[config.mk]
export PLATFORM = sky130hd
export DESIGN_NAME = utrf_ctrl
export DESIGN_NICKNAME = d
export VERILOG_FILES = /design/src/rtl/core/utrf_pkg.sv /design/src/rtl/core/utrf_ctrl.sv
export SDC_FILE = /design/constraint.sdc
export NUM_CORES = 1
export LEC_CHECK = 0
export ABC_AREA = 0
export BUFFER_PORTS_ARGS = -buffer_cell sky130_fd_sc_hd__buf_4
export CAP_MARGIN = 20
export CORE_AREA = 4 4 41 43
export DETAILED_ROUTE_END_ITERATION = 8
export DIE_AREA = 0 0 45 47
export GPL_TIMING_DRIVEN = 1
export PLACE_DENSITY = 0.42
export SYNTH_ARGS = -nofsm -noshare
export SYNTH_HDL_FRONTEND = slang
export SYNTH_SLANG_ARGS = --single-unit
[constraint.sdc]
create_clock -name clk_i -period 2.55 [get_ports clk_i]
set_clock_uncertainty 0.1 [all_clocks]
set_input_delay 0.51 -clock clk_i [delete_from_list [all_inputs] [get_ports clk_i]]
set_output_delay 0.51 -clock clk_i [all_outputs]
set_load 0.03 [all_outputs]
[src/rtl/core/utrf_pkg.sv]
// Shared constants, function codes and control types for the UART ring queues.
`default_nettype none
package utrf_pkg;

  localparam int unsigned TX_DEPTH = 512;
  localparam int unsigned RX_DEPTH = 256;
  localparam int unsigned TX_PW    = $clog2(TX_DEPTH);
  localparam int unsigned RX_PW    = $clog2(RX_DEPTH);

  localparam logic [2:0] FUNC_WRITE  = 3'd0;
  localparam logic [2:0] FUNC_READY  = 3'd1;
  localparam logic [2:0] FUNC_RXBYTE = 3'd2;
  localparam logic [2:0] FUNC_READ   = 3'd3;
  localparam logic [2:0] FUNC_FLUSH  = 3'd4;

  typedef struct packed {
    logic load;
    logic exec;
  } cmd_t;

  typedef enum logic [2:0] {
    ST_IDLE = 3'b001,
    ST_EXEC = 3'b010,
    ST_RESP = 3'b100
  } state_e;

endpackage
`default_nettype wire

[src/rtl/core/utrf_ctrl.sv]
// Handshake controller: sequences capture, execute and result hand-off.
`default_nettype none
module utrf_ctrl
  import utrf_pkg::*;
(
  input  wire logic clk_i,
  input  wire logic rst_ni,
  input  wire logic in_valid_i,
  output logic      in_ready_o,
  output logic      out_valid_o,
  input  wire logic out_ready_i,
  output cmd_t      cmd_o
);

  state_e state_q, state_d;

  assign in_ready_o  = (state_q == ST_IDLE) || ((state_q == ST_RESP) && out_ready_i);
  assign out_valid_o = (state_q == ST_RESP);
  assign cmd_o.load  = in_valid_i && in_ready_o;
  assign cmd_o.exec  = (state_q == ST_EXEC);

  always_comb begin
    state_d = state_q;
    case (state_q)
      ST_IDLE: begin
        if (in_valid_i) state_d = ST_EXEC;
      end
      ST_EXEC: begin
        state_d = ST_RESP;
      end
      ST_RESP: begin
        if (out_ready_i) state_d = in_valid_i ? ST_EXEC : ST_IDLE;
      end
      default: begin
        state_d = ST_IDLE;
      end
    endcase
  end

  always_ff @(posedge clk_i or negedge rst_ni) begin
    if (!rst_ni) state_q <= ST_IDLE;
    else         state_q <= state_d;
  end

endmodule
`default_nettype wire

### Word-level counts from Yosys, hierarchy flattened

Index checks and enable logic that the tools add are counted.
Widths: inputs -> output; s select.

* input port bits: 4
* output and inout port bits: 4
* register bits: 3
* logic and storage cells: 14

* mux-type cells: 4
* reductions and logical operators: 4
* equal/unequal tests: 5

Operators with widths (number)
* $pmux 3 s3: 1
* $mux 3: 2
* $eq 3x1->1 const B: 1
* $eq 3x2->1 const B: 1
* $eq 3x3->1 const B: 1
* $logic_and 1x1->1: 2
* $mux 2: 1
* $ne 2x1->1 const B: 1
* $ne 2x2->1 const B: 1
* $reduce_and 2->1: 1
* $logic_or 1x1->1: 1

### Depth between registers and ports, before layout

Gate-level depths: netlist of the first run.

* depth in word-level cells: 4
* mapped depth: 3
* gate-level depth less buffers: 3

### Least setup slack after synthesis of the first run

OpenSTA, ideal clock, no wires.

* path kind: input -> output
* from: in out_ready_i
* to: out cmd_o[1] (netlist name)
* cell stages on the path: 3
* data required time: 1940 ps
* buffers on the path: 0
* path slack: 481 ps
* arrival: 1459 ps
* path through: nor2b_1 > mux2i_1 > nor3b_1

RTL lines
* start: declaration: RTL line utrf_ctrl.sv:11 `input wire logic out_ready_i,`
* end: declaration: RTL line utrf_ctrl.sv:12 `output cmd_t cmd_o`

==> metrics.yaml, run 1 <==
run_status:
  status: "finished, final reports clean"
route:
  detail_route.drc_violations: 0
  via_count: 172
  drt_first_iter_violations: 0
  detail-route-antenna-nets: 0
  finalWirelength_um: 455
  wl_per_cell_um: 10.34
  detail_route.first_pass.iterations: 1
  viasPerCell: 3.909
yosys:
  top_area_cells_in_the_synthesized_netlist: "sky130_fd_sc_hd__dfrtp_1 29%, sky130_fd_sc_hd__dfstp_2 15%, sky130_fd_sc_hd__nor3b_1 13%"
  synth-warning-count: 0
  yosysSeqAreaShare_pct: 43.57
  post_synth_instance_area_um2: 175.2
  synth_fp_nets: 21
  synth.largest_area_cell: "sky130_fd_sc_hd__dfrtp_1"
  synth_seq_cells: 3
  synth_largest_type_area_fraction_pct: 28.57
  post_synth_inst_count: 17
  synth.distinct_cells: 12
  postSynthAreaPerCell_um2: 10.30
cells_and_area:
  largest_register: "state_q"
  postLayoutCellArea_um2: 282.8
  most_common_library_cell_in_the_layout_ignoring_fill_and_taps: "sky130_fd_sc_hd__buf_4"
  most-common-layout-cells: "7 x sky130_fd_sc_hd__buf_4, 3 x sky130_fd_sc_hd__nor3b_1, 3 x sky130_fd_sc_hd__clkbuf_4"
  largest_registers: "state_q x3"
  area_delta_synth_final_pct: 61.43
  finalNetCount: 34
  largest_register_ffs: 3
  layout-drive-gt1-share_pct: 41.38
  number_of_antenna_diodes: 0
clock_tree:
  cts_max_path_buffers: 2
  insertion_delay_ps: 230
  clk_transition_reported_paths_ps: 40
  tritoncts: "yes"
  cts.htree.levels: 1
  clkSinkCount: 3
  ctsResizeCount: 0
  ctsRootBufferMaster: "sky130_fd_sc_hd__clkbuf_4"
  cts-buffers-inserted: 3
placed_design:
  dpl-instance-area_um2: 246.5
  port-buffer-count: 7
  place.gp.congestion: 0.6755
worst_setup_path:
  start_kind: "flop"
  critPathRequiredTime_ps: 1940
  crit_path_max_fanout: 7
  crit_path_cell_trace: "nor2b_1 > mux2i_1 > nor3b_1 > buf_4"
  critical_path_class: "flop to primary output"
  critical-path-top-delay-family: "flip-flops"
  critPathArrivalTime_ps: 1360
  timing.critical_path.slowest_stage_cell: "sky130_fd_sc_hd__dfstp_2"
  worst_path_largest_cell_delay_ps: 570
  worst_setup_path_end_kind: "primary output"
  path_buf_inv: 1
power_and_ir_drop:
  max-vdd-ir-drop_uv: 368.8
  pwr_density_cell_nw_per_um2: 1153
  p_leak_uw: 0.0001158
sta:
  slew_violations: 0
  layout_min_cycle_time_ps: 1974
  timing.max_slew.rel_slack_pct: 82.06
  clock.fmax_ghz: 0.5066
  tightestPinTransition_ps: 261.7
  totalNegativeSetupSlack_ps: 0
  post_route_clock_period_utilization_pct: 77.41
  total_setup_violations_reported_at_the_end_of_the_flow: 0
  hold_viol_final: 0
  grt_setup_unrepaired: "false"
floorplanning:
  initial_utilization_pct: 13.46
  num_rows: 13
  design.die.area_um2: 2115
  die_x_um: 45
  coreArea_um2: 1301
  pin_count: 8
  y_dimension_of_the_die_um: 47
grt:
  grt_pass1_wl_um: 731
  grt_max_degree: 9
  via_count_of_the_first_global_routing_pass: 180
  grt.overflow.total: 0
  antenna_found_initial: 0
  grt_util_all_layers_pct: 5.296
hold_path:
  worstHoldPathType: "flop to flop"
flow_run:
  maxcap_viol_count: 0
[cell usage after synthesis]
master and count:
sky130_fd_sc_hd__or3b_1 1, sky130_fd_sc_hd__mux2i_1 1, sky130_fd_sc_hd__nor4b_1 1, sky130_fd_sc_hd__nor3b_1 3, sky130_fd_sc_hd__nor2b_1 2, sky130_fd_sc_hd__and4bb_2 1, sky130_fd_sc_hd__nor3_1 1, sky130_fd_sc_hd__nand2b_1 1
sky130_fd_sc_hd__nor2_1 2, sky130_fd_sc_hd__dfstp_2 1, sky130_fd_sc_hd__a21oi_1 1, sky130_fd_sc_hd__dfrtp_1 2
[what timing repair did]
action | in CTS | in global routing
hold buffers | 1 | 0
buffers inserted | 0 | 0
hold endpoints to repair | 2 | 0
[per-layer routing]
layer	wire length, um	vias to the layer above	part of all wire, %	GRT usage [%]
met1	206	80	45	5.695
met5	0	-	0	0
met2	193	7	42	7.627
li1	-	85	-	-
met4	0	0	0	7.018
met3	55	0	12	1.149
[cell type report]
| type | instances | area, um^2 |
|---|---|---|
| tap | 15 | 18.77 |
| timing repair buffer | 8 | 62.56 |
| clock buffer | 4 | 26.28 |
| fill | 149 | 1018 |
| sequential | 3 | 76.32 |
| multi-input combinational | 14 | 98.84 |
[power breakdown]
| part | internal (uW) | total (uW) | switching, uW |
|---|---|---|---|
| clock | 58.6 | 82.3 | 23.7 |
| combinational | 61.8 | 144 | 81.9 |
| sequential | 70.5 | 100 | 29.7 |
[worst paths after layout]
check	slack, ps	end	start	cells past startpoint
max in group asynchronous	1660	state_q[0]$_DFFE_PN1P_	rst_ni	2
worst max register to register	1360	state_q[1]$_DFFE_PN0P_	state_q[0]$_DFFE_PN1P_	3
worst min-delay path	470	state_q[2]$_DFFE_PN0P_	state_q[0]$_DFFE_PN1P_	1
worst min register to register	470	state_q[2]$_DFFE_PN0P_	state_q[0]$_DFFE_PN1P_	1
min in group asynchronous	500	state_q[1]$_DFFE_PN0P_	rst_ni	2
worst max-delay path	580	cmd_o[1]	state_q[0]$_DFFE_PN1P_	4
[logic make-up after synthesis]
kind of cell	share of synthesized area, %
mux	5.715
simple gates	47.86
compound gates	2.854
flops	43.58
[per-stage QoR]
stage	worst slack (ps)	utilization [%]	std cells	hold slack [ps]	total power, uW
3_3_place_gp	721.9	18.94	39	199.0	241.5
3_5_place_dp	697.3	18.94	39	201.3	244.6
5_1_grt	514.7	21.73	44	493.0	344.7
6_report	575.9	21.73	44	467.6	326.1
2_1_floorplan	480.8	-	17	114.4	188.3
4_1_cts	566.9	21.73	44	469.3	334.2
No activity file was read; power rests on OpenSTA's default activity.
==> run 2: changes to the inputs <==
- PLACE_DENSITY: 0.42 -> 0.43
- clock period: 2.55 -> 1.8 ns (I/O delays scaled with it)
==> run 2 against run 1 <==
First-iteration DRC count rose by 4. Combinational power rose by 130%. Global-route usage increased by 0.096 points. Power grew 79%. Sequential power rose by 36%. Core utilization grew 4.1 points. Hold slack worse by 150 ps. Sequential share of layout area is 4.3 points lower. Clock-buffer cell count stayed put. Clock power grew 41%. Largest cell class unchanged. Largest power group unchanged.
==> metrics.yaml, run 2 (synthesis results as in run 1) <==
floorplanning:
  pin_count: 8
  coreArea_um2: 1301
  design.die.area_um2: 2115
  num_rows: 13
  initial_utilization_pct: 13.46
  die_x_um: 45
  y_dimension_of_the_die_um: 47
placed_design:
  post-place-ws_ps: 218.8
  port-buffer-count: 7
  place.gp.congestion: 0.6290
  dp_cells: 39
  detailed_place_hpwl_um: 320.5
route:
  detail_route.first_pass.iterations: 3
  drt_first_iter_violations: 4
  wl_per_cell_um: 9.440
  detail_route.drc_violations: 0
  detail-route-antenna-nets: 0
  viasPerCell: 3.800
  via_count: 190
  finalWirelength_um: 472
grt:
  grt_util_all_layers_pct: 5.393
  grt_max_degree: 9
  grt.overflow.total: 0
  via_count_of_the_first_global_routing_pass: 191
  antenna_found_initial: 0
  grt_pass1_wl_um: 759
sta:
  post-route-worst-setup-slack_ps: 63.25
  tightestPinTransition_ps: 299.6
  grt_setup_unrepaired: "false"
  total_setup_violations_reported_at_the_end_of_the_flow: 0
  hold_viol_final: 0
  totalNegativeSetupSlack_ps: 0
  whs_ps: 320.6
  layout_min_cycle_time_ps: 1737
  clock.fmax_ghz: 0.5758
  slew_violations: 0
  timing.max_slew.rel_slack_pct: 79.74
  post_route_clock_period_utilization_pct: 96.49
clock_tree:
  ctsRootBufferMaster: "sky130_fd_sc_hd__clkbuf_4"
  cts.htree.levels: 1
  clkSinkCount: 3
  tritoncts: "yes"
  insertion_delay_ps: 230
  cts-buffers-inserted: 3
  clk_transition_reported_paths_ps: 30
  cts_max_path_buffers: 2
cells_and_area:
  largest_register_ffs: 3
  fillers: 158
  largest_registers: "state_q x3"
  final_core_util_pct: 25.87
  post_layout_nonfiller_instances: 50
  finalNetCount: 40
  most_common_library_cell_in_the_layout_ignoring_fill_and_taps: "sky130_fd_sc_hd__buf_4"
  most-common-layout-cells: "13 x sky130_fd_sc_hd__buf_4, 3 x sky130_fd_sc_hd__clkbuf_4"
  number_of_antenna_diodes: 0
  largest_register: "state_q"
  area_delta_synth_final_pct: 92.14
  layout-drive-gt1-share_pct: 57.14
worst_setup_path:
  critical_path_class: "flop to primary output"
  crit_start: "state_q[0]$_DFFE_PN1P_"
  reg2reg_slack_ps: 190
  crit_path_max_fanout: 3
  worst_setup_path_end_kind: "primary output"
  setup.worst_path.end: "cmd_o[1]"
  critPathArrivalTime_ps: 1280
  timing.rr.start: "state_q[0]$_DFFE_PN1P_"
  critPathRequiredTime_ps: 1340
  start_kind: "flop"
  r2r.worst_path.cells: 7
  rr_endpoint: "state_q[1]$_DFFE_PN0P_"
flow_run:
  maxcap_viol_count: 0
power_and_ir_drop:
  pwr_density_cell_nw_per_um2: 1731
  max-vdd-ir-drop_uv: 491.5
  p_leak_uw: 0.0001510
hold_path:
  worstHoldPathType: "primary input to flop"
run_status:
  status: "finished, final reports clean"
## run 2: cell types whose count changed in the layout (fill, tap and decap cells not counted)
cell	before	now
sky130_fd_sc_hd__nor3b_1	3	2
sky130_fd_sc_hd__nor3b_2	0	1
sky130_fd_sc_hd__mux2i_1	1	0
sky130_fd_sc_hd__mux2i_2	0	1
sky130_fd_sc_hd__buf_4	7	13
## run 2: metrics by stage
stage / power [uW] / cell area, um^2
3_3_place_gp: 348.2 / 251.5
6_report: 582.7 / 336.6
4_1_cts: 561.7 / 325.3
5_1_grt: 621.4 / 336.6
3_5_place_dp: 350.9 / 251.5
2_1_floorplan: 273.0 / 180.2
## run 2: repair_timing
item	CTS	global route
gates resized for setup	0	1
hold buffers	1	0
buffers inserted	5	1
hold endpoints to repair	3	0
endpoints found under the setup margin	2	2
## run 2: critical path: stages (launching register included)
cell                      delay [ps]
sky130_fd_sc_hd__dfstp_2         540
sky130_fd_sc_hd__nor2b_1          50
sky130_fd_sc_hd__mux2i_2         210
sky130_fd_sc_hd__nor3b_2          70
sky130_fd_sc_hd__buf_4           170
## run 2: worst min-delay path by stage
| stage | startpoint | to | slack (ps) | cells after the start |
|---|---|---|---|---|
| after CTS | in_valid_i | state_q[1]$_DFFE_PN0P_ | 320 | 2 |
| final | out_ready_i | state_q[2]$_DFFE_PN0P_ | 320 | 3 |
| after global placement | rst_ni | state_q[2]$_DFFE_PN0P_ | 50 | 1 |
| after floorplan | rst_ni | state_q[1]$_DFFE_PN0P_ | -40 | 0 |
| after global routing | in_valid_i | state_q[1]$_DFFE_PN0P_ | 330 | 2 |
| after detailed placement | rst_ni | state_q[2]$_DFFE_PN0P_ | 50 | 1 |
## run 2: per-layer routing
metal  vias up  global-route usage, %  routed length (um)
met5         -                      0                   0
met4         0                  7.018                  15
met3         2                  1.916                  54
met2         9                  7.062                 180
met1        82                  5.977                 221
li1         97                      -                   -
## run 2: area by class of cell
cell class                 count  area (um^2)  area share [%]
clock buffer                   4        26.28           7.807
multi-input combinational     14        107.6           31.97
sequential                     3        76.32           22.68
tap                           15        18.77           5.576
timing repair buffer          14        107.6           31.97
## run 2: power by group
part / internal (uW) / switching [uW] / total [uW] / leakage, uW
registers: 99.4 / 36.2 / 136 / 0.0000371
clock network: 82.9 / 32.9 / 116 / 0.0000150
logic: 184 / 147 / 331 / 0.0000989
==> run 3: changes to the inputs <==
- ABC_AREA: 0 -> 1
- BUFFER_PORTS_ARGS: -buffer_cell sky130_fd_sc_hd__buf_4 -> default
- DONT_BUFFER_PORTS: default -> 1
- PLACE_DENSITY: 0.43 -> 0.37
==> run 3 against run 2 <==
Critical path depth up 1. Die area unchanged. Sequential share of layout area up 8.1 points. Largest cell class is now registers. Core utilization down 6.8 points. Critical path type unchanged. Clock power about the same.
==> metrics.yaml, run 3 <==
run_status:
  status: "finished, final reports clean"
sta:
  timing.max_slew.rel_slack_pct: 79.11
  post_route_clock_period_utilization_pct: 96.98
  clock.fmax_ghz: 0.5729
  grt_setup_unrepaired: "true"
  layout_min_cycle_time_ps: 1746
  totalNegativeSetupSlack_ps: 0
  total_setup_violations_reported_at_the_end_of_the_flow: 0
  hold_viol_final: 0
  post-route-worst-setup-slack_ps: 54.38
  slew_violations: 0
  tightestPinTransition_ps: 312.9
grt:
  antenna_found_initial: 0
  grt_max_degree: 4
  grt_util_all_layers_pct: 5.608
  gr-usage-met2_pct: 6.215
  most_used_layer_global_route: "met4"
  via_count_of_the_first_global_routing_pass: 182
  grt_util_met3_pct: 1.916
  grt_pass1_wl_um: 710
  grt_use_met1_pct: 5.909
  grt.overflow.total: 0
floorplanning:
  die_x_um: 45
  coreArea_um2: 1301
  num_rows: 13
  y_dimension_of_the_die_um: 47
  initial_utilization_pct: 13.17
  pin_count: 8
  design.die.area_um2: 2115
clock_tree:
  tritoncts: "yes"
  clkSinkCount: 3
  cts.htree.levels: 1
  setup_repair_bufs_after_cts: 0
  clk_transition_reported_paths_ps: 30
  insertion_delay_ps: 230
  cts_max_path_buffers: 2
  cts-buffers-inserted: 3
  ctsRootBufferMaster: "sky130_fd_sc_hd__clkbuf_4"
yosys:
  synth-warning-count: 0
  synth_top_cells_by_count: "8 x sky130_fd_sc_hd__nand2_1, 5 x sky130_fd_sc_hd__inv_1, 4 x sky130_fd_sc_hd__nor2_1"
  post_synth_instance_area_um2: 171.4
  synth_fp_nets: 29
  postSynth.topFlopCell: "sky130_fd_sc_hd__dfrtp_1"
  synth.largest_area_cell: "sky130_fd_sc_hd__dfrtp_1"
  synth_seq_cells: 3
  postSynthAreaPerCell_um2: 6.857
  async_reset_ff_share_pct: 100.0
  synth_largest_type_area_fraction_pct: 29.20
  synth.distinct_cells: 10
  yosysSeqAreaShare_pct: 44.53
  top_area_cells_in_the_synthesized_netlist: "sky130_fd_sc_hd__dfrtp_1 29%, sky130_fd_sc_hd__nand2_1 18%, sky130_fd_sc_hd__dfstp_2 15%"
  post_synth_inst_count: 25
  synth_edf_count: 0
  synth.most_common_cell: "sky130_fd_sc_hd__nand2_1"
cells_and_area:
  largest_registers: "state_q x3"
  layout-drive-gt1-share_pct: 28.13
  post_layout_nonfiller_instances: 47
  largest_register: "state_q"
  largest_register_ffs: 3
  final-seq-area_um2: 76.32
  fillers: 157
  postLayoutCellArea_um2: 247.7
  most_common_library_cell_in_the_layout_ignoring_fill_and_taps: "sky130_fd_sc_hd__nand2_1"
  number_of_antenna_diodes: 0
  most-common-layout-cells: "8 x sky130_fd_sc_hd__nand2_1, 5 x sky130_fd_sc_hd__inv_1, 3 x sky130_fd_sc_hd__nor2_1, 3 x sky130_fd_sc_hd__clkbuf_4, 2 x sky130_fd_sc_hd__dfrtp_1"
  multi_input_comb_area_um2: 75.07
  finalNetCount: 37
  area_delta_synth_final_pct: 44.53
worst_setup_path:
  critical_path_class: "flop to primary output"
  start_kind: "flop"
  worst_path_largest_cell_delay_ps: 530
  critPathArrivalTime_ps: 1290
  crit_path_cell_trace: "nand3b_1 > o21ai_2 > inv_2 > nor2_2 > buf_6"
  timing.critical_path.slowest_stage_cell: "sky130_fd_sc_hd__dfstp_2"
  worst_setup_path_end_kind: "primary output"
  critPathRequiredTime_ps: 1340
  path_buf_inv: 2
  crit_path_max_fanout: 3
  critical-path-top-delay-family: "flip-flops"
placed_design:
  post-place-ws_ps: 293.9
  dpl-instance-area_um2: 207.7
  place.gp.congestion: 0.6768
  port-buffer-count: 0
  detailed_place_hpwl_um: 322.4
  dp_cells: 42
flow_run:
  maxcap_viol_count: 0
power_and_ir_drop:
  p_leak_uw: 0.0001424
  pwr_density_cell_nw_per_um2: 2044
  max-vdd-ir-drop_uv: 468.1
route:
  detail-route-antenna-nets: 0
  drt_first_iter_violations: 4
  finalWirelength_um: 413
  detail_route.first_pass.iterations: 2
  viasPerCell: 3.617
  via_count: 170
  detail_route.drc_violations: 0
  wl_per_cell_um: 8.787
hold_path:
  worstHoldPathType: "primary input to flop"
-- run 3: cell count changes in the layout (fill, tap and decap cells not counted), sizes merged, moves of 2 or more --
cell   previous run  this run
nor2b             2         0
inv               0         6
nor2              2         4
nand2             0         8
buf              13         2
nor3b             3         0
-- run 3: routing by layer --
layer	vias to the layer above	part of all wire (%)
li1	86	-
met1	73	46
met2	9	41
met3	2	10
met4	0	2.9
met5	-	0
-- run 3: cells by family after synthesis --
logic type / count (synthesis) / share of synthesized area (%)
flops: 3 / 44.53
compound gates: 1 / 5.110
simple gates: 15 / 37.23
buf+inv: 6 / 13.14
-- run 3: stage by stage --
stage               total power (uW)  util (%)  hold slack [ps]
floorplan                      316.7         -           -35.59
global placement               381.1     15.96           -35.45
detailed placement             382.8     15.96           -35.45
CTS                            508.8     18.75            153.6
global route                   560.3     19.04            174.0
finish                         506.5     19.04            159.1
-- run 3: timing repair --
item / 4_1_cts / 5_1_grt
hold buffers: 1 / 0
gates resized for setup: 0 / 1
endpoints found under the setup margin: 0 / 1
hold endpoints to repair: 3 / 0
-- run 3: area by class of cell --
type | count | area share (%)
clock buffers | 4 | 10.61
inverters | 6 | 9.091
multi-input cells | 16 | 30.30
flip-flops and latches | 3 | 30.81
well taps | 15 | 7.576
repair buffers | 3 | 11.62
-- run 3: path summary, 6_finish.rpt --
path                                        start                      to  slack [ps]  cells past startpoint
max                        state_q[0]$_DFFE_PN1P_                cmd_o[1]          50                      5
min                                    in_valid_i  state_q[0]$_DFFE_PN1P_         160                      2
max reg2reg                state_q[0]$_DFFE_PN1P_  state_q[0]$_DFFE_PN1P_         500                      7
min reg2reg                state_q[1]$_DFFE_PN0P_  state_q[2]$_DFFE_PN0P_         470                      2
max in group asynchronous                  rst_ni  state_q[0]$_DFFE_PN1P_        1090                      1
min in group asynchronous                  rst_ni  state_q[2]$_DFFE_PN0P_         280                      1
-- run 3: power breakdown --
group	total (uW)	switching, uW	internal, uW
Clock	116	33.4	83.0
Combinational	266	174	91.8
Sequential	124	19.4	105
-- run 3: worst reg2reg max path, delay by kind of cell (launching register included) --
family | cells | cell delay (ps)
buf+inv | 1 | 190
flops | 1 | 530
simple gates | 6 | 410
